==> src/qts_pkg.sv <==
package qts_pkg;

   typedef enum logic [2:0] {
      CL_OTHER = 3'd0,
      CL_BLANK = 3'd1,
      CL_ESC   = 3'd2,
      CL_DQ    = 3'd3,
      CL_END   = 3'd4,
      CL_SQ    = 3'd5
   } char_class_type;

   typedef enum logic [3:0] {
      ST_START   = 4'd0,
      ST_DQ      = 4'd1,
      ST_DQ_ESC  = 4'd2,
      ST_WORD    = 4'd3,
      ST_ESC     = 4'd4,
      ST_DONE    = 4'd5,
      ST_SQ      = 4'd6,
      ST_SQ_ESC  = 4'd7,
      ST_NOTOKEN = 4'd8
   } dfa_state_type;

   typedef struct packed {
      logic [7:0] out_byte;
      logic       has_char;
      logic       token_end;
      logic       token_empty;
      logic       line_end;
      logic [7:0] token_count;
   } rsp_type;

   localparam int unsigned MaxTokens = 255;
   localparam int unsigned CountCapInt = (MaxTokens < 255) ? MaxTokens : 255;
   localparam logic [7:0] CountCap = CountCapInt[7:0];

   localparam logic [7:0] ChSpace = 8'h20;
   localparam logic [7:0] ChTab = 8'h09;
   localparam logic [7:0] ChBackslash = 8'h5C;
   localparam logic [7:0] ChDquote = 8'h22;
   localparam logic [7:0] ChSquote = 8'h27;
   localparam logic [7:0] ChNul = 8'h00;

   localparam dfa_state_type NextTab [9][6] = '{
      '{ST_WORD, ST_START, ST_ESC, ST_DQ, ST_NOTOKEN, ST_SQ},
      '{ST_DQ, ST_DQ, ST_DQ_ESC, ST_WORD, ST_DONE, ST_DQ},
      '{ST_DQ, ST_DQ, ST_DQ, ST_DQ, ST_DONE, ST_DQ},
      '{ST_WORD, ST_DONE, ST_ESC, ST_DQ, ST_DONE, ST_SQ},
      '{ST_WORD, ST_WORD, ST_WORD, ST_WORD, ST_DONE, ST_WORD},
      '{ST_START, ST_START, ST_START, ST_START, ST_START, ST_START},
      '{ST_SQ, ST_SQ, ST_SQ_ESC, ST_SQ, ST_DONE, ST_WORD},
      '{ST_SQ, ST_SQ, ST_SQ, ST_SQ, ST_DONE, ST_SQ},
      '{ST_START, ST_START, ST_START, ST_START, ST_START, ST_START}
   };

   localparam logic [5:0] KeepTab [9] = '{
      6'b000001,
      6'b100011,
      6'b101111,
      6'b000001,
      6'b101111,
      6'b000000,
      6'b001011,
      6'b101111,
      6'b000000
   };

   function automatic char_class_type class_of(input logic [7:0] b);
      char_class_type c;
      c = CL_OTHER;
      if (b == ChNul) begin
         c = CL_END;
      end else if (b == ChBackslash) begin
         c = CL_ESC;
      end else if (b == ChDquote) begin
         c = CL_DQ;
      end else if (b == ChSquote) begin
         c = CL_SQ;
      end else if (b == ChSpace || b == ChTab) begin
         c = CL_BLANK;
      end
      return c;
   endfunction

   // Done, no-token and undefined codes all behave as the start state.
   function automatic dfa_state_type live_state(input dfa_state_type s);
      dfa_state_type r;
      case (s)
         ST_DQ, ST_DQ_ESC, ST_WORD, ST_ESC, ST_SQ, ST_SQ_ESC: begin
            r = s;
         end
         default: begin
            r = ST_START;
         end
      endcase
      return r;
   endfunction

endpackage

==> src/quoted_token_splitter_top.sv <==
// Splits a command line into shell-style tokens, one byte per transaction.
// The request channel carries one byte of the line in req_in_byte; a zero
// byte ends the line. The response channel carries a transaction for every
// kept token character, every finished token and the end of each line;
// quote marks, escape marks and blanks between tokens give no transaction.
// A byte is captured in an input register at the edge that accepts it and
// decoded from that register by the tokenizer state machine; its response
// is loaded into the output register once that register is free, and
// rsp_valid is driven from the output register.
// Throughput is one byte per cycle while the receiver does not hold rsp_stall.
// A new request is accepted while a finished response waits to be taken.
// When the receiver holds rsp_stall, the output register keeps its response
// and the input register backs up; req_stall then rises until the response
// is taken. Synchronous reset empties both registers and returns the
// tokenizer to the start of a line with a zero token count.
module quoted_token_splitter_top
   import qts_pkg::*;
(
   input  logic       clock,
   input  logic       reset,
   input  logic       req_valid,
   output logic       req_stall,
   input  logic [7:0] req_in_byte,
   output logic       rsp_valid,
   input  logic       rsp_stall,
   output logic [7:0] rsp_out_byte,
   output logic       rsp_has_char,
   output logic       rsp_token_end,
   output logic       rsp_token_empty,
   output logic       rsp_line_end,
   output logic [7:0] rsp_token_count
);

   logic       in_valid_ff, in_valid_in;
   logic [7:0] in_byte_ff;
   logic       out_ready;
   logic       fire;
   logic       accept;
   logic       rsp_gen;
   rsp_type    rsp_next;
   rsp_type    rsp_q;

   assign fire = in_valid_ff & out_ready;
   assign req_stall = in_valid_ff & ~out_ready;
   assign accept = req_valid & ~req_stall;
   assign in_valid_in = accept | (in_valid_ff & ~fire);

   always_ff @(posedge clock) begin
      if (reset) begin
         in_valid_ff <= 1'b0;
      end else begin
         in_valid_ff <= in_valid_in;
      end
   end

   always_ff @(posedge clock) begin
      if (accept) begin
         in_byte_ff <= req_in_byte;
      end
   end

   qts_step u_step (
      .clock   (clock),
      .reset   (reset),
      .fire    (fire),
      .in_byte (in_byte_ff),
      .rsp_gen (rsp_gen),
      .rsp     (rsp_next)
   );

   qts_out u_out (
      .clock     (clock),
      .reset     (reset),
      .load      (fire & rsp_gen),
      .rsp_in    (rsp_next),
      .rsp_stall (rsp_stall),
      .rsp_valid (rsp_valid),
      .rsp_q     (rsp_q),
      .ready     (out_ready)
   );

   assign rsp_out_byte = rsp_q.out_byte;
   assign rsp_has_char = rsp_q.has_char;
   assign rsp_token_end = rsp_q.token_end;
   assign rsp_token_empty = rsp_q.token_empty;
   assign rsp_line_end = rsp_q.line_end;
   assign rsp_token_count = rsp_q.token_count;

endmodule

==> src/qts_step.sv <==
module qts_step
   import qts_pkg::*;
(
   input  logic       clock,
   input  logic       reset,
   input  logic       fire,
   input  logic [7:0] in_byte,
   output logic       rsp_gen,
   output rsp_type    rsp
);

   dfa_state_type  state_ff, state_in;
   logic           nonempty_ff, nonempty_in;
   logic           skip_ff, skip_in;
   logic [7:0]     seen_ff, seen_in;

   char_class_type cls;
   dfa_state_type  cur;
   dfa_state_type  nxt;
   logic           keep;
   logic           empty;
   logic [7:0]     seen_inc;

   always_comb begin
      cls = class_of(in_byte);
      cur = live_state(state_ff);
      nxt = NextTab[cur][cls];
      keep = KeepTab[cur][cls];
      empty = ~nonempty_ff;
      seen_inc = (!empty && seen_ff < CountCap) ? seen_ff + 8'd1 : seen_ff;

      state_in = state_ff;
      nonempty_in = nonempty_ff;
      skip_in = skip_ff;
      seen_in = seen_ff;
      rsp_gen = 1'b0;
      rsp = '0;
      rsp.token_count = seen_ff;

      if (skip_ff) begin
         if (cls == CL_END) begin
            rsp_gen = 1'b1;
            rsp.line_end = 1'b1;
            state_in = ST_START;
            nonempty_in = 1'b0;
            skip_in = 1'b0;
            seen_in = '0;
         end
      end else if (keep) begin
         rsp_gen = 1'b1;
         rsp.out_byte = in_byte;
         rsp.has_char = 1'b1;
         nonempty_in = 1'b1;
         state_in = nxt;
      end else if (nxt == ST_NOTOKEN) begin
         rsp_gen = 1'b1;
         rsp.line_end = 1'b1;
         state_in = ST_START;
         nonempty_in = 1'b0;
         skip_in = 1'b0;
         seen_in = '0;
      end else if (nxt == ST_DONE) begin
         rsp_gen = 1'b1;
         rsp.token_end = 1'b1;
         rsp.token_empty = empty;
         rsp.token_count = seen_inc;
         state_in = ST_START;
         nonempty_in = 1'b0;
         if (cls == CL_END) begin
            rsp.line_end = 1'b1;
            skip_in = 1'b0;
            seen_in = '0;
         end else begin
            skip_in = empty;
            seen_in = seen_inc;
         end
      end else begin
         state_in = nxt;
      end
   end

   always_ff @(posedge clock) begin
      if (reset) begin
         state_ff <= ST_START;
         nonempty_ff <= 1'b0;
         skip_ff <= 1'b0;
         seen_ff <= '0;
      end else if (fire) begin
         state_ff <= state_in;
         nonempty_ff <= nonempty_in;
         skip_ff <= skip_in;
         seen_ff <= seen_in;
      end
   end

endmodule

==> src/qts_out.sv <==
module qts_out
   import qts_pkg::*;
(
   input  logic    clock,
   input  logic    reset,
   input  logic    load,
   input  rsp_type rsp_in,
   input  logic    rsp_stall,
   output logic    rsp_valid,
   output rsp_type rsp_q,
   output logic    ready
);

   logic    valid_ff, valid_in;
   rsp_type data_ff;

   assign ready = ~valid_ff | ~rsp_stall;
   assign valid_in = load | (valid_ff & rsp_stall);
   assign rsp_valid = valid_ff;
   assign rsp_q = data_ff;

   always_ff @(posedge clock) begin
      if (reset) begin
         valid_ff <= 1'b0;
      end else begin
         valid_ff <= valid_in;
      end
   end

   always_ff @(posedge clock) begin
      if (load) begin
         data_ff <= rsp_in;
      end
   end

endmodule
==> config.mk <==
export PLATFORM = sky130hd
export DESIGN_NAME = quoted_token_splitter_top
export DESIGN_NICKNAME = d
export VERILOG_FILES = /design/src/qts_pkg.sv /design/src/quoted_token_splitter_top.sv /design/src/qts_step.sv /design/src/qts_out.sv
export SDC_FILE = /design/constraint.sdc
export NUM_CORES = 1
export LEC_CHECK = 0
export ABC_AREA = 1
export BUFFER_PORTS_ARGS = -buffer_cell sky130_fd_sc_hd__buf_2
export CORE_ASPECT_RATIO = 0.6
export CORE_UTILIZATION = 60
export CTS_BUF_LIST = sky130_fd_sc_hd__clkbuf_4
export DETAILED_ROUTE_END_ITERATION = 8
export MAX_ROUTING_LAYER = met4
export PLACE_DENSITY = 0.81
export SLEW_MARGIN = 5
export SYNTH_ARGS = -nofsm -noshare
export SYNTH_HDL_FRONTEND = slang
export SYNTH_SLANG_ARGS = --single-unit
==> constraint.sdc <==
create_clock -name clock -period 4.6 [get_ports clock]
set_input_delay 0.69 -clock clock [delete_from_list [all_inputs] [get_ports clock]]
set_output_delay 0.69 -clock clock [all_outputs]
set_load 0.05 [all_outputs]
* Word level (Yosys, flattened, before mapping) *
Memory sizes are Yosys's and may differ from the RTL's.
Index checks and enable logic that the tools add are counted.

word-level totals
  flip-flop bits (word level) = 44
  bits in read-only memories = 480
  input port bits = 12
  output and inout bits = 22
  memories kept = 2

memory list
  memory           words  width  rd ports  clocked after Yosys merged registers in  write ports  RTL line        text
  (no name shown)  16     24     1         0                                        0            qts_step.sv:27  nxt = NextTab[cur][cls];
  (no name shown)  16     6      1         0                                        0            qts_step.sv:28  keep = KeepTab[cur][cls];

operators by class
  add/sub/neg operators = 1
  $lt $le $gt $ge = 4
  equal/unequal tests = 16
  muxes and demuxes = 50
  bitwise gates (word level) = 19
  reductions and logical operators = 12

operator list
  operator             count
  $mux 8               9
  $mux 24              2
  $mux 4               8
  $eq 8x6->1 const B   3
  $mux 1               21
  $eq 4x3->1 const B   4
  $bmux 4 s3           1
  $mux 3               4
  $mux 6               2
  $mux 11              1
  $mux 9               1
  $add 8x1->8 const B  1
  $eq 4x2->1 const B   2
  $eq 8x4->1 const B   1
  $eq 8x7->1 const B   1
  $logic_not 8->1      1
  $lt 8x8->1 const B   1
  $not 1->1            8
  $and 1x1->1          6
  $reduce_or 6->1      1
  $ge 5x5->1 const B   1
  $not 4->5            1
  $eq 4x1->1 const B   1
  $eq 4x4->1 const B   1
  18 further kinds     20

* Longest topological paths before layout *
Gate-level depths: netlist (run 1).

  word-level depth = 18
  gate-level depth with buffers = 22
  depth with buffers taken out = 20

* Cells and area by module *
A second synthesis (run 1) with hierarchy kept.

second synthesis, totals
  cell total of the unflattened synthesis = 347
  area total of the unflattened synthesis = 2610.0 µm²

modules (own cells, without submodules)
  module                     times used  cells an instance  area each (µm²)  seq. area each (µm²)
  qts_step                   1           304                1666.6           280.3
  qts_out                    1           24                 639.4            620.6
  quoted_token_splitter_top  1           19                 304.0            260.2

* Worst setup path after synthesis (run 1) *
OpenSTA, ideal clock, no wires.

  path kind = register to register
  from = register u_step.state_ff[2]
  to = register u_out.data_ff (netlist bit u_out.rsp_q[0]) (enable)
  data arrival time = 2.467 ns
  slack = 1.758 ns
  stages on the path, launching flop included = 17
  buffers on the path = 1
  period minus slack after synthesis = 2.842 ns
  cell sequence = dfxtp_1 buf_2 inv_1 nand2_1 nand3_1 nand3_1 inv_1 ha_1 nand2_4 or2_0 nand3_2 nand2_4 nor2_8 nand3_4 nand3_1 nand2_1 inv_1

between the ends
  word-level cells in the longest chain between the ends = 16
  elaborated cells on any way between the ends = 27
  classes of those cells = 8 x eq/ne; 14 x mux; 2 x bitwise; 1 x reduce/logical; 2 x memory

ends and longest elaborated chain
  element                                     RTL line                         text
  start, declared                             qts_step.sv:12                   dfa_state_type state_ff, state_in;
  start signal, assigned                      qts_step.sv:89                   state_ff <= state_in;
  $eq 4x1->1 (tied with other cells)          qts_pkg.sv:88                    case (s)
  $reduce_or 6->1                             qts_pkg.sv:88
  $mux 4 *                                    qts_pkg.sv:88
  $not 4->5 (not written as such) *           qts_step.sv:27, qts_step.sv:28
  $mem_v2 16x24                               --
  $mux 24 (not written as such) (2 in a row)  qts_step.sv:27
  $bmux 4 s3                                  qts_step.sv:27
  $mux 4 (not written as such) (2 in a row)   qts_step.sv:27
  $eq 4x3->1                                  qts_step.sv:62                   end else if (nxt == ST_DONE) begin
  $mux 1                                      qts_step.sv:62
  $mux 1                                      qts_step.sv:55                   end else if (nxt == ST_NOTOKEN) begin
  $mux 1 *                                    qts_step.sv:49                   end else if (keep) begin
  $mux 1 *                                    qts_step.sv:40                   if (skip_ff) begin
  $and 1x1->1 *                               quoted_token_splitter_top.sv:74  .load (fire & rsp_gen),
  named net u_out.load                        qts_out.sv:6                     input logic load,
  end signal, assigned                        qts_out.sv:32                    data_ff <= rsp_in;
  end, declared                               qts_out.sv:15                    rsp_type data_ff;

Mark *: on every way through the listed nets, which the timed path passes. The rest lies on a longest branch. The select of a mux whose other input is x is not followed.
A chain may end at the register's enable or synchronous reset.

* Final worst setup path (run 1) *
  from = register u_step.state_ff[2]
  to = register u_out.data_ff (netlist bit u_out.rsp_q[19]) (enable)

The elaborated chain is that of the path after synthesis.

==> metrics.txt, run 1 <==
total clock buffers created by CTS 5; net switching power figure 236 µW; Distinct cells, synth 28; category of the worst setup path capture point flop; Synth warnings 0; maximum clock skew at final layout 0.00786 ns; share of the synthesized area in compound gates (AO/OA/AOI/OAI) 6.82%; Fin. Hold Viols 0; share of total power in combinational logic 14.8%; Critical Path Fanout Max 20; Max Clk Rate 301 MHz; Placement Setup Slack 1.35 ns; leakage power figure 0.00138 µW; commonest cells after routing, fill and taps aside 87 x sky130_fd_sc_hd__nand2_1, 61 x sky130_fd_sc_hd__nor2_1, 45 x sky130_fd_sc_hd__inv_1; peak ir drop on the vdd network 0.122 mV; Avg WL per Cell 13.5 µm; maximum number of pins on one net before global-route repair 21; crit path DAT 3.33 ns; area share of xor/xnor cells in the synthesized design 1.68%; post-route clock period utilization 72.3%; via count of the first global-routing pass 1972; Min Clock Period, post-route 3.33 ns; layout-stage area growth over the synthesis result 11.1%; combined area of the multi-input logic cells 1220 µm²; critical register-to-register path startpoint u_step.state_ff[2]; Horiz. Die Dim 87.1 µm; most common cell after layout, fill and taps aside sky130_fd_sc_hd__nand2_1; total clock sinks 44; sum of negative setup slack 0 ns; fraction of final layout cells with drive strength greater than 1 19.6%; syn_nets 360; post-route total power 819 µW; number of register bits inferred by synthesis 44; final number of setup-violating endpoints 0; antenna-violating nets left 0; via density per instance 5.31; power density over the cells 283 nW/µm²; number of cells in the finished layout apart from fillers 438; Mapped Avg Cell Area 7.64 µm²; endpoint of the lowest-slack register-to-register path u_out.rsp_q[19]; post-synthesis cell type with the largest combined area sky130_fd_sc_hd__edfxtp_1; area of the die 4620 µm²; GRT Residual Overflow 0; proportion of synthesized chip area in sequential cells 44.6%; relative contribution of the clock network to total power 29.9%; Total Wirelength 5910 µm; worst path setup slack after routing 1.27 ns; initial antenna violation count 0; DR vias 2325; post-detail-place hpwl 4610 µm; required time of the critical path 4.60 ns; DIE HEIGHT 53.0 µm; combined area of all synthesized cells 2600 µm²; Port-buffer cells 33; CTS resizes 0; internal power 583 µW; end-of-flow core utilization 69.8%; Reg clk slew, reported paths 0.14 ns; final RePlAce weighted congestion 1.05; CTS tree built; status finished clean; Tightest Pin Transition 0.755 ns; max-cap check violation count 0; Min-Delay Startpoint req_in_byte[3]; global router's overall resource usage 28.3%; remaining routing DRC violations 0; fill cell instance count of the final layout 357; multiplexer fraction of the synthesized cell area 0%; first-pass GRT wire length 9260 µm; worst hold path endpoint in_byte_ff[3]; antenna diode count 0; proportion of netlist area held by the largest area contributor 32.3%; share of synthesized cell area in full adder, half adder and majority cells 3.36%; number of cells produced by synthesis 341; WHS Path Cells 1; unrepaired setup endpoints after global routing false; number of H-tree levels 2; Final Net Count 396; Root Buffer Master sky130_fd_sc_hd__clkbuf_4; setup slack of the most critical reg-to-reg path 1.27 ns; category of the worst setup path launch point flop; sequential group share of total power 55.3%; largest family of logic cells by synthesized area simple AND/OR/NAND/NOR gates; Starting Density 62.9%; sequential cell area 1160 µm²; Hold WC Path Type in2reg; switching part of the total 28.8%; max_slew headroom 49.6%; number of DRC markers after the initial detailed-route iteration 228; dominant cells by area after synthesis sky130_fd_sc_hd__edfxtp_1 32%, sky130_fd_sc_hd__nand2_1 13%, sky130_fd_sc_hd__dfxtp_1 12%, sky130_fd_sc_hd__nor2_1 8.8%, sky130_fd_sc_hd__inv_1 6.5%; router iterations before antenna repair 5; hold-fix buffers at CTS 0; R2R cell count 15; Row Count 18; crit path kind reg2reg; count of buffers added by post-CTS timing repair for setup 0; Final Max Tran Viols 0; dpl cells 430; later-pin clock latency in the skew report 0.36 ns; Post-Synth Simple-Gate Area 34.9%; maximum number of buffers from clock root to sink 2; core area 4140 µm²; Ports 34
-- kinds of logic after synthesis --
kind of cell	after synthesis
adders and majority gates	7
buffers and inverters	56
xor gates and xnor gates	5
DFF	44
and+or+nand+nor	201
AOI/OAI and AO/OA	28
-- power by group through the flow --
stage,registers [µW],clock network (µW),logic [µW]
floorplan,491,0,57.7
global placement,460,0,115
detailed placement,461,0,120
CTS,453,249,120
global route,455,262,132
finish,453,245,121
-- worst max-delay path by stage --
| stage | start | endpoint | slack (ns) | cells past startpoint |
|---|---|---|---|---|
| after floorplan | u_step.state_ff[2] | u_out.rsp_q[0] | 1.76 | 16 |
| after global placement | u_step.state_ff[2] | u_out.rsp_q[3] | 1.51 | 15 |
| after detailed placement | u_step.state_ff[2] | u_out.rsp_q[3] | 1.35 | 15 |
| after CTS | u_step.state_ff[2] | u_out.rsp_q[1] | 1.29 | 15 |
| after global routing | u_step.state_ff[2] | u_out.rsp_q[1] | 0.96 | 18 |
| final | u_step.state_ff[2] | u_out.rsp_q[19] | 1.27 | 15 |
-- per-layer routing --
layer | vias up | global-route usage (%) | part of all wire, % | routed length [µm]
met5 | - | - | 0 | 0
li1 | 1146 | - | - | -
met2 | 116 | 43.3 | 43 | 2530
met4 | 0 | 8.33 | 1.2 | 72
met3 | 10 | 5.46 | 8.3 | 488
met1 | 1053 | 38.4 | 48 | 2820
-- cell usage after synthesis --
| library cell | count |
|---|---|
| sky130_fd_sc_hd__nand2_2 | 9 |
| sky130_fd_sc_hd__nand2_1 | 87 |
| sky130_fd_sc_hd__clkbuf_1 | 1 |
| sky130_fd_sc_hd__o211ai_4 | 1 |
| sky130_fd_sc_hd__nor2_2 | 6 |
| sky130_fd_sc_hd__o21ai_2 | 5 |
| sky130_fd_sc_hd__buf_2 | 1 |
| sky130_fd_sc_hd__nand4_1 | 9 |
| sky130_fd_sc_hd__a31oi_1 | 2 |
| sky130_fd_sc_hd__inv_2 | 6 |
| sky130_fd_sc_hd__nand2_4 | 2 |
| sky130_fd_sc_hd__clkinv_1 | 1 |
| sky130_fd_sc_hd__nand3_2 | 2 |
| sky130_fd_sc_hd__nor2_4 | 1 |
| sky130_fd_sc_hd__or2_0 | 1 |
| sky130_fd_sc_hd__nand3_1 | 21 |
| sky130_fd_sc_hd__a21oi_1 | 12 |
| sky130_fd_sc_hd__dfxtp_1 | 16 |
| sky130_fd_sc_hd__buf_6 | 2 |
| sky130_fd_sc_hd__inv_1 | 45 |
| sky130_fd_sc_hd__ha_1 | 7 |
| sky130_fd_sc_hd__nor2_8 | 1 |
| sky130_fd_sc_hd__xor2_1 | 5 |
| sky130_fd_sc_hd__nor2_1 | 61 |
| sky130_fd_sc_hd__o21ai_1 | 3 |
| sky130_fd_sc_hd__o21ai_0 | 5 |
| sky130_fd_sc_hd__nand3_4 | 1 |
| sky130_fd_sc_hd__edfxtp_1 | 28 |
-- sequential cells by signal, summed over array words and instances (netlist names) --
| register | count |
|---|---|
| in_valid_ff | 1 |
| u_step.seen_ff | 8 |
| u_out.rsp_q | 20 |
| in_byte_ff | 8 |
| u_step.skip_ff | 1 |
| u_step.state_ff | 4 |
| u_step.nonempty_ff | 1 |
| u_out.rsp_valid | 1 |
-- cell type report --
class	instances	area share, %
Multi-Input combinational cell	241	42.1
Sequential cell	44	40.1
Inverter	52	6.74
Timing Repair Buffer	33	5.71
Tap cell	60	2.59
Clock inverter	3	1.47
Clock buffer	5	1.30
-- worst max-delay path: stages (launching register included) --
cell and delay, ns:
sky130_fd_sc_hd__dfxtp_1 0.55, sky130_fd_sc_hd__inv_1 0.07, sky130_fd_sc_hd__nand2_1 0.06, sky130_fd_sc_hd__nand3_1 0.13
sky130_fd_sc_hd__nand3_1 0.18, sky130_fd_sc_hd__inv_1 0.10, sky130_fd_sc_hd__ha_1 0.38, sky130_fd_sc_hd__nand2_4 0.08
sky130_fd_sc_hd__or2_0 0.25, sky130_fd_sc_hd__nand3_2 0.11, sky130_fd_sc_hd__nand2_4 0.08, sky130_fd_sc_hd__nor2_8 0.10
sky130_fd_sc_hd__nand3_4 0.10, sky130_fd_sc_hd__nand3_1 0.10, sky130_fd_sc_hd__nand2_1 0.08, sky130_fd_sc_hd__inv_1 0.58
-- per-stage QoR --
step                cell area (µm²)  hold WS (ns)
finish                         2890         0.493
global route                   2890         0.471
CTS                            2890         0.484
detailed placement             2810         0.493
global placement               2810         0.489
floorplan                      2610         0.459
(Power assumes the default switching activity.)
==> inputs of run 2 (changes only) <==
ABC_AREA = 0   (was 1)
CORE_UTILIZATION = 54   (was 60)
PLACE_DENSITY = 0.77   (was 0.81)
clock period = 2.85 ns   (was 4.6 ns; I/O delays follow)
==> metrics.txt, run 2 <==
status finished, violations left; failing checks setup timing; share of flip-flops with an asynchronous set or reset after synthesis 0%; Port-buffer cells 33; antenna-violating nets left 0; GRT Residual Overflow 0; R2R cell count 12; fraction of final layout cells with drive strength greater than 1 44.3%; Crit. Startpoint u_step.state_ff[2]; number of H-tree levels 2; worst path setup slack after routing -0.315 ns; Total Wirelength 7270 µm; highest metal used met4; layout-stage area growth over the synthesis result 37.7%; total clock buffers created by CTS 5; maximum clock skew at final layout 0.0189 ns; post-route clock period utilization 111%; DR vias 2400; category of the worst setup path launch point flop; crit path DAT 3.28 ns; Avg WL per Cell 18.4 µm; Distinct cells, synth 68; via density per instance 6.06; remaining routing DRC violations 0; area of the die 5000 µm²; met1 routed wirelength after detailed routing 3380 µm; final number of setup-violating endpoints 49; post-detail-place hpwl 5020 µm; number of DRC markers after the initial detailed-route iteration 315; commonest cells after routing, fill and taps aside 50 x sky130_fd_sc_hd__buf_4, 33 x sky130_fd_sc_hd__buf_2, 28 x sky130_fd_sc_hd__edfxtp_1; global router's overall resource usage 29.8%; CTS tree built; via count of the first global-routing pass 2049; most numerous cell in the Yosys netlist sky130_fd_sc_hd__edfxtp_1; router iterations before antenna repair 5; number of register bits inferred by synthesis 44; category of the worst setup path capture point flop; number of synthesized flops with an enable pin 28; total clock sinks 44; Row Count 18; routed length on met3 870 µm; Final Max Tran Viols 0; fill cell instance count of the final layout 251; number of cells produced by synthesis 248; end-of-flow core utilization 81.5%; Fin. Hold Viols 0; antenna diode count 0; core area 4300 µm²; first-pass GRT wire length 10500 µm; max_slew headroom 40.7%; Horiz. Die Dim 90.7 µm; Synth warnings 0; post-route total power 1300 µW; Most used DFF post-synth sky130_fd_sc_hd__edfxtp_1; Ports 34; power density over the cells 370 nW/µm²; maximum number of pins on one net before global-route repair 21; proportion of synthesized chip area in sequential cells 45.6%; Critical Path Fanout Max 7; Max Clk Rate 316 MHz; Min Clock Period, post-route 3.16 ns; unrepaired setup endpoints after global routing true; Hold WC Path Type in2reg; Met2 Wirelength 2890 µm; max-cap check violation count 0; initial antenna violation count 0; later-pin clock latency in the skew report 0.37 ns; max reg flops 20; DIE HEIGHT 55.2 µm; Placement Setup Slack -0.256 ns; cell types with the highest counts after synthesis 28 x sky130_fd_sc_hd__edfxtp_1, 21 x sky130_fd_sc_hd__nor2_1, 17 x sky130_fd_sc_hd__nand2_1, 16 x sky130_fd_sc_hd__dfxtp_1, 13 x sky130_fd_sc_hd__nor3_1; Tightest Pin Transition 0.882 ns; maximum number of buffers from clock root to sink 2; setup slack of the most critical reg-to-reg path -0.31 ns; required time of the critical path 2.96 ns; Reg clk slew, reported paths 0.12 ns; Mapped Avg Cell Area 10.3 µm²; combined area of all synthesized cells 2550 µm²; most common cell after layout, fill and taps aside sky130_fd_sc_hd__buf_4; proportion of netlist area held by the largest area contributor 33.0%; Starting Density 59.2%; endpoint of the lowest-slack register-to-register path u_out.rsp_q[7]; Root Buffer Master sky130_fd_sc_hd__clkbuf_4; leakage power figure 0.00137 µW; critical register-to-register path startpoint u_step.state_ff[2]; peak ir drop on the vdd network 0.326 mV; Final Net Count 354; post-synthesis cell type with the largest combined area sky130_fd_sc_hd__edfxtp_1; syn_nets 267; dominant cells by area after synthesis sky130_fd_sc_hd__edfxtp_1 33%, sky130_fd_sc_hd__dfxtp_1 13%, sky130_fd_sc_hd__ha_1 3.4%, sky130_fd_sc_hd__nor2_1 3.1%, sky130_fd_sc_hd__nor3_1 2.6%; final RePlAce weighted congestion 1.02; destination of the critical timing path u_out.rsp_q[7]; crit path kind reg2reg
## run 2: cell count changes in the layout (fill, tap and decap cells not counted), moves of 9 or more
cell | previous run | this run
sky130_fd_sc_hd__nor2_1 | 61 | 21
sky130_fd_sc_hd__inv_1 | 45 | 4
sky130_fd_sc_hd__nand2_1 | 87 | 17
sky130_fd_sc_hd__nand2_2 | 9 | 0
sky130_fd_sc_hd__buf_4 | 0 | 50
sky130_fd_sc_hd__and2_1 | 0 | 9
sky130_fd_sc_hd__nand3_1 | 21 | 6
## run 2: metal layers
layer	up-vias	global-route usage, %
li1	1114	-
met1	1102	42.5
met2	163	41.0
met3	21	9.15
met4	0	6.45
met5	-	-
## run 2: power by group
part	leakage, µW	total [µW]	switching [µW]	internal, µW
logic	0.000943	275	160	115
registers	0.000394	716	14.2	702
clock network	0.0000317	305	200	105
total	0.00137	1300	374	922
## run 2: worst max-delay path, cell delays in order, from the launching register on
cell and delay (ns):
sky130_fd_sc_hd__dfxtp_4 0.36, sky130_fd_sc_hd__or2b_1 0.22, sky130_fd_sc_hd__and3b_2 0.21, sky130_fd_sc_hd__buf_6 0.13
sky130_fd_sc_hd__ha_4 0.24, sky130_fd_sc_hd__o21ai_4 0.09, sky130_fd_sc_hd__o22ai_2 0.08, sky130_fd_sc_hd__a311o_1 0.34
sky130_fd_sc_hd__a2111oi_4 0.37, sky130_fd_sc_hd__buf_4 0.18, sky130_fd_sc_hd__nand3_4 0.13, sky130_fd_sc_hd__or3_1 0.41
sky130_fd_sc_hd__xnor2_1 0.16
## run 2: kinds of logic after synthesis
kind of cell,synth area share [%]
adder cells (fa/ha/maj),3.44
buffers and inverters,3.24
XOR/XNOR,2.06
multiplexers,1.28
flip-flops,45.6
AND/OR/NAND/NOR,24.7
AO/OA/AOI/OAI,19.7
## run 2: worst min path at each step
stage / start / endpoint / slack [ns] / cells after the start
6_report: req_in_byte[1] / in_byte_ff[1] / 0.23 / 1
5_1_grt: req_in_byte[5] / in_byte_ff[5] / 0.22 / 1
4_1_cts: req_in_byte[1] / in_byte_ff[1] / 0.22 / 1
3_5_place_dp: u_step.seen_ff[4] / u_step.seen_ff[4] / 0.53 / 1
3_3_place_gp: u_out.rsp_valid / u_out.rsp_valid / 0.53 / 2
2_1_floorplan: u_step.seen_ff[4] / u_step.seen_ff[4] / 0.48 / 1
## run 2: what timing repair did
action / CTS / global route
hold buffers: 0 / 0
hold endpoints to repair: 0 / 0
setup endpoints to repair: 38 / 49
resized for setup: 21 / 22
pin swaps: 8 / 20
gates cloned: 0 / 2
setup buffers: 8 / 3
## run 2: cell type report
cell class	count	area (µm²)	share of cell area (%)
Clock inverter	2	12.5	0.357
Inverter	5	22.5	0.642
Clock buffer	6	45.0	1.28
Timing Repair Buffer	90	642	18.3
Multi-Input combinational cell	189	1540	44.0
Sequential cell	44	1160	33.2
Tap cell	60	75.1	2.14
## run 2: stage by stage
step | instances | TNS (ns) | instance area [µm²] | hold WS, ns
2_1_floorplan | 248 | -0.0574 | 2610 | 0.484
3_3_place_gp | 376 | -6.55 | 3130 | 0.529
3_5_place_dp | 376 | -7.58 | 3130 | 0.531
4_1_cts | 392 | -5.01 | 3360 | 0.223
5_1_grt | 396 | -11.50 | 3510 | 0.216
6_report | 396 | -7.96 | 3510 | 0.235
==> inputs of run 3 (changes only) <==
PLACE_DENSITY = 0.74   (was 0.77)
clock period = 3.5 ns   (was 2.85 ns; I/O delays follow)
==> metrics.txt, run 3 (synthesis results as in run 2) <==
Final Max Tran Viols 0; Tightest Pin Transition 0.827 ns; category of the worst setup path launch point flop; leakage power figure 0.00115 µW; required time of the critical path 3.62 ns; category of the worst setup path capture point flop; most common cell after layout, fill and taps aside sky130_fd_sc_hd__buf_2; remaining routing DRC violations 0; power density over the cells 362 nW/µm²; WHS Path Cells 1; crit path kind reg2reg; maximum clock skew at final layout 0.0174 ns; combined area of the multi-input logic cells 1310 µm²; Critical Path Fanout Max 6; commonest cells after routing, fill and taps aside 33 x sky130_fd_sc_hd__buf_2, 28 x sky130_fd_sc_hd__edfxtp_1, 21 x sky130_fd_sc_hd__nor2_1; global router's overall resource usage 25.2%; final hold slack 0.326 ns; layout-stage area growth over the synthesis result 16.5%; Fin. Hold Viols 0; Ports 34; post-route clock period utilization 94.8%; Row Count 18; final number of setup-violating endpoints 0; fill cell instance count of the final layout 321; Horiz. Die Dim 90.7 µm; DIE HEIGHT 55.2 µm; Reg clk slew, reported paths 0.14 ns; maximum number of buffers from clock root to sink 2; router iterations before antenna repair 5; Final Net Count 316; DR vias 2149; crit path DAT 3.44 ns; max_slew headroom 44.8%; end-of-flow core utilization 69.0%; total clock buffers created by CTS 5; Port-buffer cells 33; area of the die 5000 µm²; unrepaired setup endpoints after global routing false; sum of negative setup slack 0 ns; number of H-tree levels 2; antenna diode count 0; total clock sinks 44; later-pin clock latency in the skew report 0.36 ns; fraction of final layout cells with drive strength greater than 1 26.8%; Starting Density 59.2%; hold-fix buffers at CTS 0; via density per instance 6.00; Hold WC Path Type in2reg; final RePlAce weighted congestion 0.954; post-detail-place hpwl 4510 µm; initial antenna violation count 0; Avg WL per Cell 16.3 µm; first-pass GRT wire length 9030 µm; core area 4300 µm²; peak ir drop on the vdd network 0.220 mV; sequential cell area 1160 µm²; max reg flops 20; R2R cell count 10; via count of the first global-routing pass 1684; Min Clock Period, post-route 3.32 ns; maximum number of pins on one net before global-route repair 21; number of DRC markers after the initial detailed-route iteration 269; Root Buffer Master sky130_fd_sc_hd__clkbuf_4; antenna-violating nets left 0; max-cap check violation count 0; GRT Residual Overflow 0; post-route total power 1070 µW; CTS tree built; Max Clk Rate 302 MHz; Total Wirelength 5850 µm; status finished clean
[run 3: cell types whose count changed in the layout (fill, tap and decap cells not counted), moves of 3 or more]
cell                      change
sky130_fd_sc_hd__buf_4       -32
sky130_fd_sc_hd__buf_6        -5
sky130_fd_sc_hd__nor3_1       +5
sky130_fd_sc_hd__o31ai_1      +5
sky130_fd_sc_hd__o31ai_2      -4
sky130_fd_sc_hd__nor3_4       -3
sky130_fd_sc_hd__o21ai_0      +3
[run 3: worst paths after layout]
| kind | slack [ns] | start | end |
|---|---|---|---|
| setup reg to reg | 0.18 | u_step.state_ff[2] | u_out.rsp_q[1] |
| hold / removal | 0.33 | req_in_byte[3] | in_byte_ff[3] |
| hold reg to reg | 0.57 | u_step.seen_ff[7] | u_step.seen_ff[7] |
| setup / recovery | 0.18 | u_step.state_ff[2] | u_out.rsp_q[1] |
[run 3: where the power goes]
part,internal [µW],switching [µW],total [µW]
Clock,153,173,326
Combinational,57.1,105,162
Sequential,573,12.1,585
Total,782,290,1070
[run 3: layout make-up]
cell class                 count  share of cell area, %
clock buffer                   5                   1.27
tap                           60                   2.53
multi-input combinational    189                   44.1
inverter                       5                  0.633
sequential                    44                   39.1
timing repair buffer          52                   10.8
clock inverter                 3                   1.56
[run 3: through the flow]
stage	setup slack [ns]	instances	area, µm²
CTS	0.100	358	2960
global route	0.0282	358	2970
detailed placement	0.172	350	2880
floorplan	0.0967	248	2550
finish	0.184	358	2970
global placement	0.221	350	2880
[run 3: per-layer routing]
layer  up-vias  track usage, %  wire length, µm
li1       1044               -                -
met1       993            40.4             3090
met2       110            30.3             2110
met3         2            5.46              627
met4         0            4.84               14
met5         -               -                0
[run 3: repair_timing]
action / in CTS / in global routing
setup buffers: 0 / 0
setup endpoints to repair: 0 / 1
resized for setup: 0 / 1
[run 3: worst max-delay path, cell delays in order, from the launching register on]
cell and delay, ns:
sky130_fd_sc_hd__dfxtp_1 0.35, sky130_fd_sc_hd__or2b_1 0.22, sky130_fd_sc_hd__and3b_1 0.21, sky130_fd_sc_hd__ha_1 0.33
sky130_fd_sc_hd__o21ai_0 0.13, sky130_fd_sc_hd__o22ai_1 0.14, sky130_fd_sc_hd__a311o_1 0.39, sky130_fd_sc_hd__a2111oi_4 0.50
sky130_fd_sc_hd__nand3_2 0.20, sky130_fd_sc_hd__nor3_2 0.27, sky130_fd_sc_hd__mux2_2 0.37
